## src/rtl/core/coefficient_quantizer_top_defines.svh

```systemverilog
// assertion macros for the coefficient quantizer
// used by coefficient_quantizer_top; expects i_clk and i_rst_n in scope
`ifndef COEFFICIENT_QUANTIZER_TOP_DEFINES_SVH
`define COEFFICIENT_QUANTIZER_TOP_DEFINES_SVH

// same-cycle implication, disabled during reset
`define CQ_ASSERT_IMPL(label, ante, cons) \
    label: assert property (@(posedge i_clk) disable iff (!i_rst_n) (ante) |-> (cons)) \
        else $error("coefficient quantizer check failed");

// next-cycle implication, disabled during reset
`define CQ_ASSERT_NEXT(label, ante, cons) \
    label: assert property (@(posedge i_clk) disable iff (!i_rst_n) (ante) |=> (cons)) \
        else $error("coefficient quantizer check failed");

`endif

```

## src/rtl/core/cq_pkg.sv

```systemverilog
// shared widths, config register codes and types for the coefficient quantizer
// no dependencies
package cq_pkg;

    localparam int COEF_W   = 16;
    localparam int SCALE_W  = 20;
    localparam int PROD_W   = COEF_W + SCALE_W;
    localparam int ACC_W    = PROD_W + 1;
    localparam int SHIFT_W  = 5;
    localparam int RO_W     = 30;
    localparam int LMAG_W   = ACC_W - 8;
    localparam int REM_W    = 31;
    localparam int ADAPT_W  = 31;
    localparam int RES_W    = 10;
    localparam int MSUM_W   = 32;
    localparam int DIFF_W   = REM_W + 2;
    localparam int CFG_IDX_W  = 2;
    localparam int CFG_DATA_W = RO_W;

    localparam logic [SHIFT_W-1:0] RESIDUE_BASE  = SHIFT_W'(8);
    localparam logic [LMAG_W-1:0]  LEVEL_MIN_MAG = LMAG_W'(32768);
    localparam logic [LMAG_W-1:0]  LEVEL_MAX_MAG = LMAG_W'(32767);
    localparam logic [ADAPT_W-1:0] ADAPT_MAX     = {ADAPT_W{1'b1}};
    localparam logic signed [DIFF_W-1:0] RES_MAX = DIFF_W'(255);
    localparam logic signed [DIFF_W-1:0] RES_MIN = -DIFF_W'(256);

    typedef enum logic [CFG_IDX_W-1:0] {
        CFG_QUANT_SHIFT     = 2'd0,
        CFG_ROUND_OFFSET    = 2'd1,
        CFG_ADAPTIVE_ENABLE = 2'd2,
        CFG_ADAPTIVE_SHIFT  = 2'd3
    } t_cfg_index;

    typedef struct packed {
        logic [SHIFT_W-1:0] quant_shift;
        logic [RO_W-1:0]    round_offset;
        logic               adaptive_enable;
        logic [SHIFT_W-1:0] adaptive_shift;
    } t_cfg;

    // level shift never goes below the residue base
    function automatic logic [SHIFT_W-1:0] f_eff_shift(input logic [SHIFT_W-1:0] qs);
        return (qs < RESIDUE_BASE) ? RESIDUE_BASE : qs;
    endfunction

endpackage

```

## src/rtl/core/cq_round_unit.sv

```systemverilog
// rounding and shift unit: level magnitude, low remainder and adaptive level
// from the exact product; depends on cq_pkg
module cq_round_unit (
    input  logic [cq_pkg::PROD_W-1:0]  i_prod,
    input  cq_pkg::t_cfg               i_cfg,
    output logic [cq_pkg::LMAG_W-1:0]  o_lmag,
    output logic [cq_pkg::REM_W-1:0]   o_rem,
    output logic [cq_pkg::ADAPT_W-1:0] o_adapt
);

    logic [cq_pkg::SHIFT_W-1:0] w_qs;
    logic [cq_pkg::ACC_W-1:0]   w_acc;
    logic [cq_pkg::ACC_W-1:0]   w_mask;
    logic [cq_pkg::ACC_W-1:0]   w_lvl_sh;
    logic [cq_pkg::ACC_W-1:0]   w_rem_full;
    logic [cq_pkg::ACC_W-1:0]   w_half;
    logic [cq_pkg::ACC_W-1:0]   w_aacc;
    logic [cq_pkg::ACC_W-1:0]   w_ash;

    always_comb begin
        w_qs       = cq_pkg::f_eff_shift(i_cfg.quant_shift);
        w_acc      = {1'b0, i_prod} + cq_pkg::ACC_W'(i_cfg.round_offset);
        w_lvl_sh   = w_acc >> w_qs;
        w_mask     = (cq_pkg::ACC_W'(1) << w_qs) - cq_pkg::ACC_W'(1);
        w_rem_full = w_acc & w_mask;
        o_lmag     = w_lvl_sh[cq_pkg::LMAG_W-1:0];
        o_rem      = w_rem_full[cq_pkg::REM_W-1:0];

        // adaptive level rounds at half of its own shift; a zero shift adds nothing
        if (i_cfg.adaptive_shift == '0) begin
            w_half = '0;
        end else begin
            w_half = cq_pkg::ACC_W'(1) << (i_cfg.adaptive_shift - cq_pkg::SHIFT_W'(1));
        end
        w_aacc = {1'b0, i_prod} + w_half;
        w_ash  = w_aacc >> i_cfg.adaptive_shift;
        if (!i_cfg.adaptive_enable) begin
            o_adapt = '0;
        end else if (|w_ash[cq_pkg::ACC_W-1:cq_pkg::ADAPT_W]) begin
            o_adapt = cq_pkg::ADAPT_MAX;
        end else begin
            o_adapt = w_ash[cq_pkg::ADAPT_W-1:0];
        end
    end

endmodule

```

## src/rtl/core/coefficient_quantizer_top.sv

```systemverilog
// coefficient quantizer top level: config registers, four-stage pipeline, block sum
// depends on cq_pkg, cq_round_unit and coefficient_quantizer_top_defines.svh
//
// Forward quantizer taking one coefficient and its scale per item and giving one
// result per item in order. Sustained rate is one item per cycle while i_out_stall is
// low. It has four registers: input register, product register (16x20 multiply),
// rounding register (add and shift) and result register (residue, clip and block
// sum); o_out_valid marks an item in the result register. Each stage fills its own
// bubble, so items are still taken while a finished result waits under i_out_stall
// until every stage is full. Write config through i_cfg_we / i_cfg_index /
// i_cfg_data only while the pipeline is empty; the block does not enforce it.
// magnitude_sum restarts after an item flagged last_in_block. No clearing pass after reset.
`include "coefficient_quantizer_top_defines.svh"

module coefficient_quantizer_top (
    input  logic                             i_clk,
    input  logic                             i_rst_n,
    input  logic                             i_in_valid,
    output logic                             o_in_stall,
    input  logic signed [cq_pkg::COEF_W-1:0] i_coefficient,
    input  logic [cq_pkg::SCALE_W-1:0]       i_scale,
    input  logic                             i_last_in_block,
    output logic                             o_out_valid,
    input  logic                             i_out_stall,
    output logic signed [cq_pkg::COEF_W-1:0] o_level,
    output logic signed [cq_pkg::RES_W-1:0]  o_rounding_residue,
    output logic [cq_pkg::ADAPT_W-1:0]       o_adaptive_level,
    output logic [cq_pkg::MSUM_W-1:0]        o_magnitude_sum,
    output logic                             o_last_out,
    input  logic                             i_cfg_we,
    input  logic [cq_pkg::CFG_IDX_W-1:0]     i_cfg_index,
    input  logic [cq_pkg::CFG_DATA_W-1:0]    i_cfg_data
);

    cq_pkg::t_cfg r_cfg;

    logic r_v1, r_v2, r_v3, r_v4;
    logic w_rdy1, w_rdy2, w_rdy3, w_rdy4;

    // stage 1
    logic [cq_pkg::COEF_W-1:0]  r_coef1;
    logic [cq_pkg::SCALE_W-1:0] r_scale1;
    logic                       r_last1;
    // stage 2
    logic [cq_pkg::PROD_W-1:0]  r_prod2;
    logic                       r_neg2, r_last2;
    // stage 3
    logic [cq_pkg::LMAG_W-1:0]  r_lmag3;
    logic [cq_pkg::REM_W-1:0]   r_rem3;
    logic [cq_pkg::ADAPT_W-1:0] r_adapt3;
    logic                       r_neg3, r_last3;
    // stage 4
    logic                       r_neg4;
    logic [cq_pkg::MSUM_W-1:0]  r_block_sum;
    logic [cq_pkg::MSUM_W-1:0]  n_block_sum;

    logic                       w_neg1;
    logic [cq_pkg::COEF_W-1:0]  w_mag1;
    logic [cq_pkg::PROD_W-1:0]  w_prod1;
    logic [cq_pkg::LMAG_W-1:0]  w_lmag2;
    logic [cq_pkg::REM_W-1:0]   w_rem2;
    logic [cq_pkg::ADAPT_W-1:0] w_adapt2;

    logic [cq_pkg::SHIFT_W-1:0]       w_qs3;
    logic signed [cq_pkg::DIFF_W-1:0] w_diff3;
    logic signed [cq_pkg::DIFF_W-1:0] w_diff_sh3;
    logic [cq_pkg::RES_W-1:0]         w_res3;
    logic [cq_pkg::LMAG_W-1:0]        w_clip3;
    logic [cq_pkg::COEF_W-1:0]        w_level3;
    logic [cq_pkg::MSUM_W-1:0]        w_sum3;

    // each stage loads when empty or when the stage after it moves on
    assign w_rdy4     = !r_v4 || !i_out_stall;
    assign w_rdy3     = !r_v3 || w_rdy4;
    assign w_rdy2     = !r_v2 || w_rdy3;
    assign w_rdy1     = !r_v1 || w_rdy2;
    assign o_in_stall = !w_rdy1;
    assign o_out_valid = r_v4;

    always_ff @(posedge i_clk) begin
        if (!i_rst_n) begin
            r_cfg.quant_shift     <= cq_pkg::SHIFT_W'(14);
            r_cfg.round_offset    <= '0;
            r_cfg.adaptive_enable <= 1'b0;
            r_cfg.adaptive_shift  <= cq_pkg::SHIFT_W'(14);
        end else if (i_cfg_we) begin
            case (cq_pkg::t_cfg_index'(i_cfg_index))
                cq_pkg::CFG_QUANT_SHIFT: begin
                    r_cfg.quant_shift <= i_cfg_data[cq_pkg::SHIFT_W-1:0];
                end
                cq_pkg::CFG_ROUND_OFFSET: begin
                    r_cfg.round_offset <= i_cfg_data[cq_pkg::RO_W-1:0];
                end
                cq_pkg::CFG_ADAPTIVE_ENABLE: begin
                    r_cfg.adaptive_enable <= i_cfg_data[0];
                end
                cq_pkg::CFG_ADAPTIVE_SHIFT: begin
                    r_cfg.adaptive_shift <= i_cfg_data[cq_pkg::SHIFT_W-1:0];
                end
                default: begin
                end
            endcase
        end
    end

    always_ff @(posedge i_clk) begin
        if (!i_rst_n) begin
            r_v1        <= 1'b0;
            r_v2        <= 1'b0;
            r_v3        <= 1'b0;
            r_v4        <= 1'b0;
            r_block_sum <= '0;
        end else begin
            if (w_rdy1) begin
                r_v1 <= i_in_valid;
            end
            if (w_rdy2) begin
                r_v2 <= r_v1;
            end
            if (w_rdy3) begin
                r_v3 <= r_v2;
            end
            if (w_rdy4) begin
                r_v4 <= r_v3;
            end
            if (w_rdy4 && r_v3) begin
                r_block_sum <= n_block_sum;
            end
        end
    end

    // stage 1 -> 2: magnitude and exact product
    always_comb begin
        w_neg1  = r_coef1[cq_pkg::COEF_W-1];
        w_mag1  = w_neg1 ? (~r_coef1 + cq_pkg::COEF_W'(1)) : r_coef1;
        w_prod1 = cq_pkg::PROD_W'(w_mag1) * cq_pkg::PROD_W'(r_scale1);
    end

    cq_round_unit u_round (
        .i_prod  (r_prod2),
        .i_cfg   (r_cfg),
        .o_lmag  (w_lmag2),
        .o_rem   (w_rem2),
        .o_adapt (w_adapt2)
    );

    // stage 3 -> 4: residue, clip, block sum
    always_comb begin
        w_qs3      = cq_pkg::f_eff_shift(r_cfg.quant_shift);
        w_diff3    = $signed({2'b00, r_rem3}) - $signed({3'b000, r_cfg.round_offset});
        w_diff_sh3 = w_diff3 >>> (w_qs3 - cq_pkg::RESIDUE_BASE);
        if (w_diff_sh3 > cq_pkg::RES_MAX) begin
            w_res3 = cq_pkg::RES_MAX[cq_pkg::RES_W-1:0];
        end else if (w_diff_sh3 < cq_pkg::RES_MIN) begin
            w_res3 = cq_pkg::RES_MIN[cq_pkg::RES_W-1:0];
        end else begin
            w_res3 = w_diff_sh3[cq_pkg::RES_W-1:0];
        end

        if (r_neg3) begin
            w_clip3  = (r_lmag3 > cq_pkg::LEVEL_MIN_MAG) ? cq_pkg::LEVEL_MIN_MAG : r_lmag3;
            w_level3 = ~w_clip3[cq_pkg::COEF_W-1:0] + cq_pkg::COEF_W'(1);
        end else begin
            w_clip3  = (r_lmag3 > cq_pkg::LEVEL_MAX_MAG) ? cq_pkg::LEVEL_MAX_MAG : r_lmag3;
            w_level3 = w_clip3[cq_pkg::COEF_W-1:0];
        end

        // sum uses the unclipped magnitude
        w_sum3      = r_block_sum + cq_pkg::MSUM_W'(r_lmag3);
        n_block_sum = r_last3 ? '0 : w_sum3;
    end

    always_ff @(posedge i_clk) begin
        if (w_rdy1 && i_in_valid) begin
            r_coef1  <= i_coefficient;
            r_scale1 <= i_scale;
            r_last1  <= i_last_in_block;
        end
        if (w_rdy2 && r_v1) begin
            r_prod2 <= w_prod1;
            r_neg2  <= w_neg1;
            r_last2 <= r_last1;
        end
        if (w_rdy3 && r_v2) begin
            r_lmag3  <= w_lmag2;
            r_rem3   <= w_rem2;
            r_adapt3 <= w_adapt2;
            r_neg3   <= r_neg2;
            r_last3  <= r_last2;
        end
        if (w_rdy4 && r_v3) begin
            o_level            <= w_level3;
            o_rounding_residue <= w_res3;
            o_adaptive_level   <= r_adapt3;
            o_magnitude_sum    <= w_sum3;
            o_last_out         <= r_last3;
            r_neg4             <= r_neg3;
        end
    end

    `CQ_ASSERT_NEXT(a_sum_restarts, w_rdy4 && r_v3 && r_last3, r_block_sum == '0)
    `CQ_ASSERT_NEXT(a_sum_carries, w_rdy4 && r_v3 && !r_last3, r_block_sum == o_magnitude_sum)
    `CQ_ASSERT_IMPL(a_level_sign, o_out_valid && (o_level != '0), o_level[cq_pkg::COEF_W-1] == r_neg4)
    `CQ_ASSERT_IMPL(a_adapt_off, o_out_valid && !r_cfg.adaptive_enable, o_adaptive_level == '0)

endmodule

```

## config.mk

```make
export PLATFORM = sky130hd
export DESIGN_NAME = coefficient_quantizer_top
export DESIGN_NICKNAME = d
export VERILOG_FILES = /design/src/rtl/core/cq_pkg.sv /design/src/rtl/core/cq_round_unit.sv /design/src/rtl/core/coefficient_quantizer_top.sv
export VERILOG_INCLUDE_DIRS = /design/src /design/src/rtl/core
export SDC_FILE = /design/constraint.sdc
export NUM_CORES = 2
export LEC_CHECK = 0
export ABC_CLOCK_PERIOD_IN_PS = 10200
export BUFFER_PORTS_ARGS = -buffer_cell sky130_fd_sc_hd__buf_2
export CAP_MARGIN = 30
export CELL_PAD_IN_SITES_DETAIL_PLACEMENT = 1
export CELL_PAD_IN_SITES_GLOBAL_PLACEMENT = 2
export CORE_MARGIN = 2
export CORE_UTILIZATION = 35
export DETAILED_ROUTE_END_ITERATION = 16
export PLACE_DENSITY = 0.77
export SYNTH_ARGS = -nofsm -noshare
export SYNTH_HDL_FRONTEND = slang
export SYNTH_SLANG_ARGS = --single-unit
```

## constraint.sdc

```tcl
create_clock -name i_clk -period 10.2 [get_ports i_clk]
set_input_delay 1.02 -clock i_clk [delete_from_list [all_inputs] [get_ports i_clk]]
set_output_delay 1.02 -clock i_clk [all_outputs]
set_load 0.005 [all_outputs]
```

==> flow_metrics.env <==
export IMPL_yosys_top_cells_count="499 x nand2_1, 370 x inv_1, 292 x a21oi_1, 281 x nor2_1, 258 x edfxtp_1"
export IMPL_seq_area_frac_synth=0.269
export IMPL_crit_fanout=22
export IMPL_worst_slack_ns=1.49
export IMPL_grt_pass1_wl_mm=181
export IMPL_critPathMaxStageDelay_ns=0.73
export IMPL_synth_top_area_share=0.224
export IMPL_core_sq_um=98100
export IMPL_post_cts_setup_buffers=0
export IMPL_pin_count=166
export IMPL_drt_pass1_iter_count=7
export IMPL_numPortBuffers=165
export IMPL_status="finished, final reports clean"
export IMPL_clk_latency_ns=0.62
export IMPL_critical_path_class="flip-flop to flip-flop"
export IMPL_dp_slack_ns=1.41
export IMPL_area_growth_pct=10.3
export IMPL_swShare=0.480
export IMPL_clockBufferDepth=3
export IMPL_hold_start="r_adapt3[12]"
export IMPL_fin_nets=4525
export IMPL_drt_iter0_markers=1947
export IMPL_ctsRootBufferMaster="clkbuf_16"
export IMPL_synth_most_common_cell="nand2_1"
export IMPL_critPathRequiredTime_ns=10.57
export IMPL_maxSlewHeadroom=0.297
export IMPL_tightestPinTransition_ns=1.05
export IMPL_cts_buffers=43
export IMPL_min_path_type="flip-flop to flip-flop"
export IMPL_ys_flop_type="edfxtp_1"
export IMPL_ys_warn_count=0
export IMPL_synth_top_area_cell="edfxtp_1"
export IMPL_synth_seq_cells=335
export IMPL_netlist_top_cells_area="edfxtp_1 22%, fa_1 15%, ha_1 8.4%"
export IMPL_clock_power_share=0.109
export IMPL_gr_total_overflow=0
export IMPL_drc_errors=0
export IMPL_dp_hpwl_mm=92.0
export IMPL_cp_arrival_ns=9.08
export IMPL_finalCritPeriodShare=0.854
export IMPL_fin_crit_ns=8.71
export IMPL_avgSynthCellArea_sq_um=8.84
export IMPL_holdWs_ns=0.421
export IMPL_clk_pin_slew_ns=0.07
export IMPL_initial_core_util=0.352
export IMPL_avgRoutedWirePerCell_microns=21.9
export IMPL_r2r_end="r_prod2[33]"
export IMPL_cp_common_cell="fa_1"
export IMPL_hold_depth=0
export IMPL_grtUsageTotal=0.228
export IMPL_hold_violations=0
export IMPL_wl_mm=116
export IMPL_final_setup_skew_ns=0.0369
export IMPL_ant_nets=0
export IMPL_async_flop_share=0
export IMPL_synth_cells=3908
export IMPL_hold_buffers=0
export IMPL_dr_total_vias=29100
export IMPL_synth_edf_count=258
export IMPL_first_global_vias=30100
export IMPL_cp_start_kind="flip-flop"
export IMPL_place_gp_congestion=0.879
export IMPL_finalPower_mw=14.3
export IMPL_p_per_area_nw_per_um2=376
export IMPL_rsz0062_at_grt="no"
export IMPL_p_seq_frac=0.163
export IMPL_cp_slowest_cell="edfxtp_1"
export IMPL_finalSetupTns_ns=0
export IMPL_ys_types=106
export IMPL_slew_violations=0
export IMPL_grt_max_degree=65
export IMPL_setup_violations=0
export IMPL_p_int_mw=7.44
export IMPL_fmax_ghz=0.115
export IMPL_power_switching_mw=6.87
export IMPL_drive_gt1_frac=0.0988
export IMPL_leakage_nw=16.2
export IMPL_cts_max_level=2
export IMPL_die_area_sq_um=101000
export IMPL_cts_tree="built"
export IMPL_end_kind="flip-flop"
export IMPL_antenna_found_initial=3
export IMPL_cap_violations=0
export IMPL_avgViaCountPerCell=5.51
export IMPL_combPwrFrac=0.728
export IMPL_rows=115
export IMPL_reg2reg_from="r_coef1[0]"
export IMPL_ctsResizeCount=0
export IMPL_clock_sinks=335
export IMPL_ff2ff_path_depth=27
export IMPL_synthesis_area_sq_um=34500
export IMPL_r2r_setup_slack_ns=1.49
export IMPL_holdPathEnd="o_adaptive_level[12]"
export IMPL_die_w_microns=318
export IMPL_die_h_microns=318
export IMPL_vdd_ir_drop_max_uv=425
-- stage by stage --
| step | area [sq um] | util | std cells |
|---|---|---|---|
| 2_1_floorplan | 34500 | - | 3909 |
| 3_3_place_gp | 36600 | 0.373 | 5206 |
| 3_5_place_dp | 36700 | 0.373 | 5207 |
| 4_1_cts | 38100 | 0.388 | 5286 |
| 5_1_grt | 38100 | 0.388 | 5286 |
| 6_report | 38100 | 0.388 | 5288 |
-- critical path, delay by kind of cell, from the launching register on --
kind | cells | cell delay [ns]
AO/OA/AOI/OAI | 7 | 1.70
XOR/XNOR | 2 | 0.24
flip-flops | 1 | 0.73
buffers and inverters | 4 | 0.40
adder cells (fa/ha/maj) | 7 | 3.50
AND/OR/NAND/NOR | 7 | 1.90
-- sequential cells by signal (all words and copies together), names as in the netlist, 10 cells and up --
name	flops
r_cfg	41
o_magnitude_sum	32
o_level	16
r_adapt3	31
r_prod2	36
r_block_sum	32
o_rounding_residue	10
o_adaptive_level	31
r_scale1	20
r_coef1	16
r_lmag3	29
r_rem3	31
-- power groups by stage --
stage / Combinational (mW) / Sequential [mW] / Clock [mW]
2_1_floorplan: 8.06 / 2.21 / 0
3_5_place_dp: 10.4 / 2.37 / 0
5_1_grt: 12.0 / 2.34 / 1.65
3_3_place_gp: 10.2 / 2.37 / 0
4_1_cts: 10.5 / 2.34 / 1.60
6_report: 10.4 / 2.34 / 1.55
-- per-layer routing --
layer,up-vias,global-route usage,wire length (microns)
li1,13800,-,-
met1,14600,0.309,53500
met2,602,0.387,55200
met3,116,0.0251,4610
met4,2,0.0572,2710
met5,-,0,13
-- placed cells by master (no fill, tap or decap), types with 78 or more instances in the layout --
cell      instances
nor3_1           78
ha_1            232
buf_2           165
xnor2_1         101
nor2_1          277
nand2_1         497
edfxtp_1        258
and2_1          163
o21ai_0         144
inv_1           369
a21oi_1         292
fa_1            254
-- cell families (layout without fill, tap and decap cells) --
group / count (synthesis) / count (layout) / share of synthesized area
and+or+nand+nor: 1266 / 1266 / 0.171
xor gates and xnor gates: 148 / 148 / 0.0381
other: 2 / 5 / 0.000217
adders and majority gates: 486 / 486 / 0.231
AOI/OAI and AO/OA: 967 / 967 / 0.186
buffers and inverters: 581 / 671 / 0.0635
muxes: 123 / 123 / 0.0403
DFF: 335 / 335 / 0.269
-- layout make-up --
class / instances / area (sq um)
Sequential cell: 335 / 9290
Inverter: 376 / 1410
Clock inverter: 27 / 293
Multi-Input combinational cell: 2993 / 23100
Antenna cell: 2 / 5.00
Timing Repair Buffer: 216 / 1220
Tap cell: 1287 / 1610
Fill cell: 11600 / 60000
Clock buffer: 52 / 1140
-- how the worst max path moves through the flow --
stage / from / end / slack (ns)
detailed placement: r_coef1[0] / r_prod2[33] / 1.41
global placement: r_coef1[0] / r_prod2[33] / 1.57
finish: r_coef1[0] / r_prod2[33] / 1.49
global route: r_coef1[0] / r_prod2[33] / 0.90
floorplan: r_coef1[4] / r_prod2[33] / 2.57
CTS: r_coef1[0] / r_prod2[33] / 1.42
(Power assumes the default switching activity.)
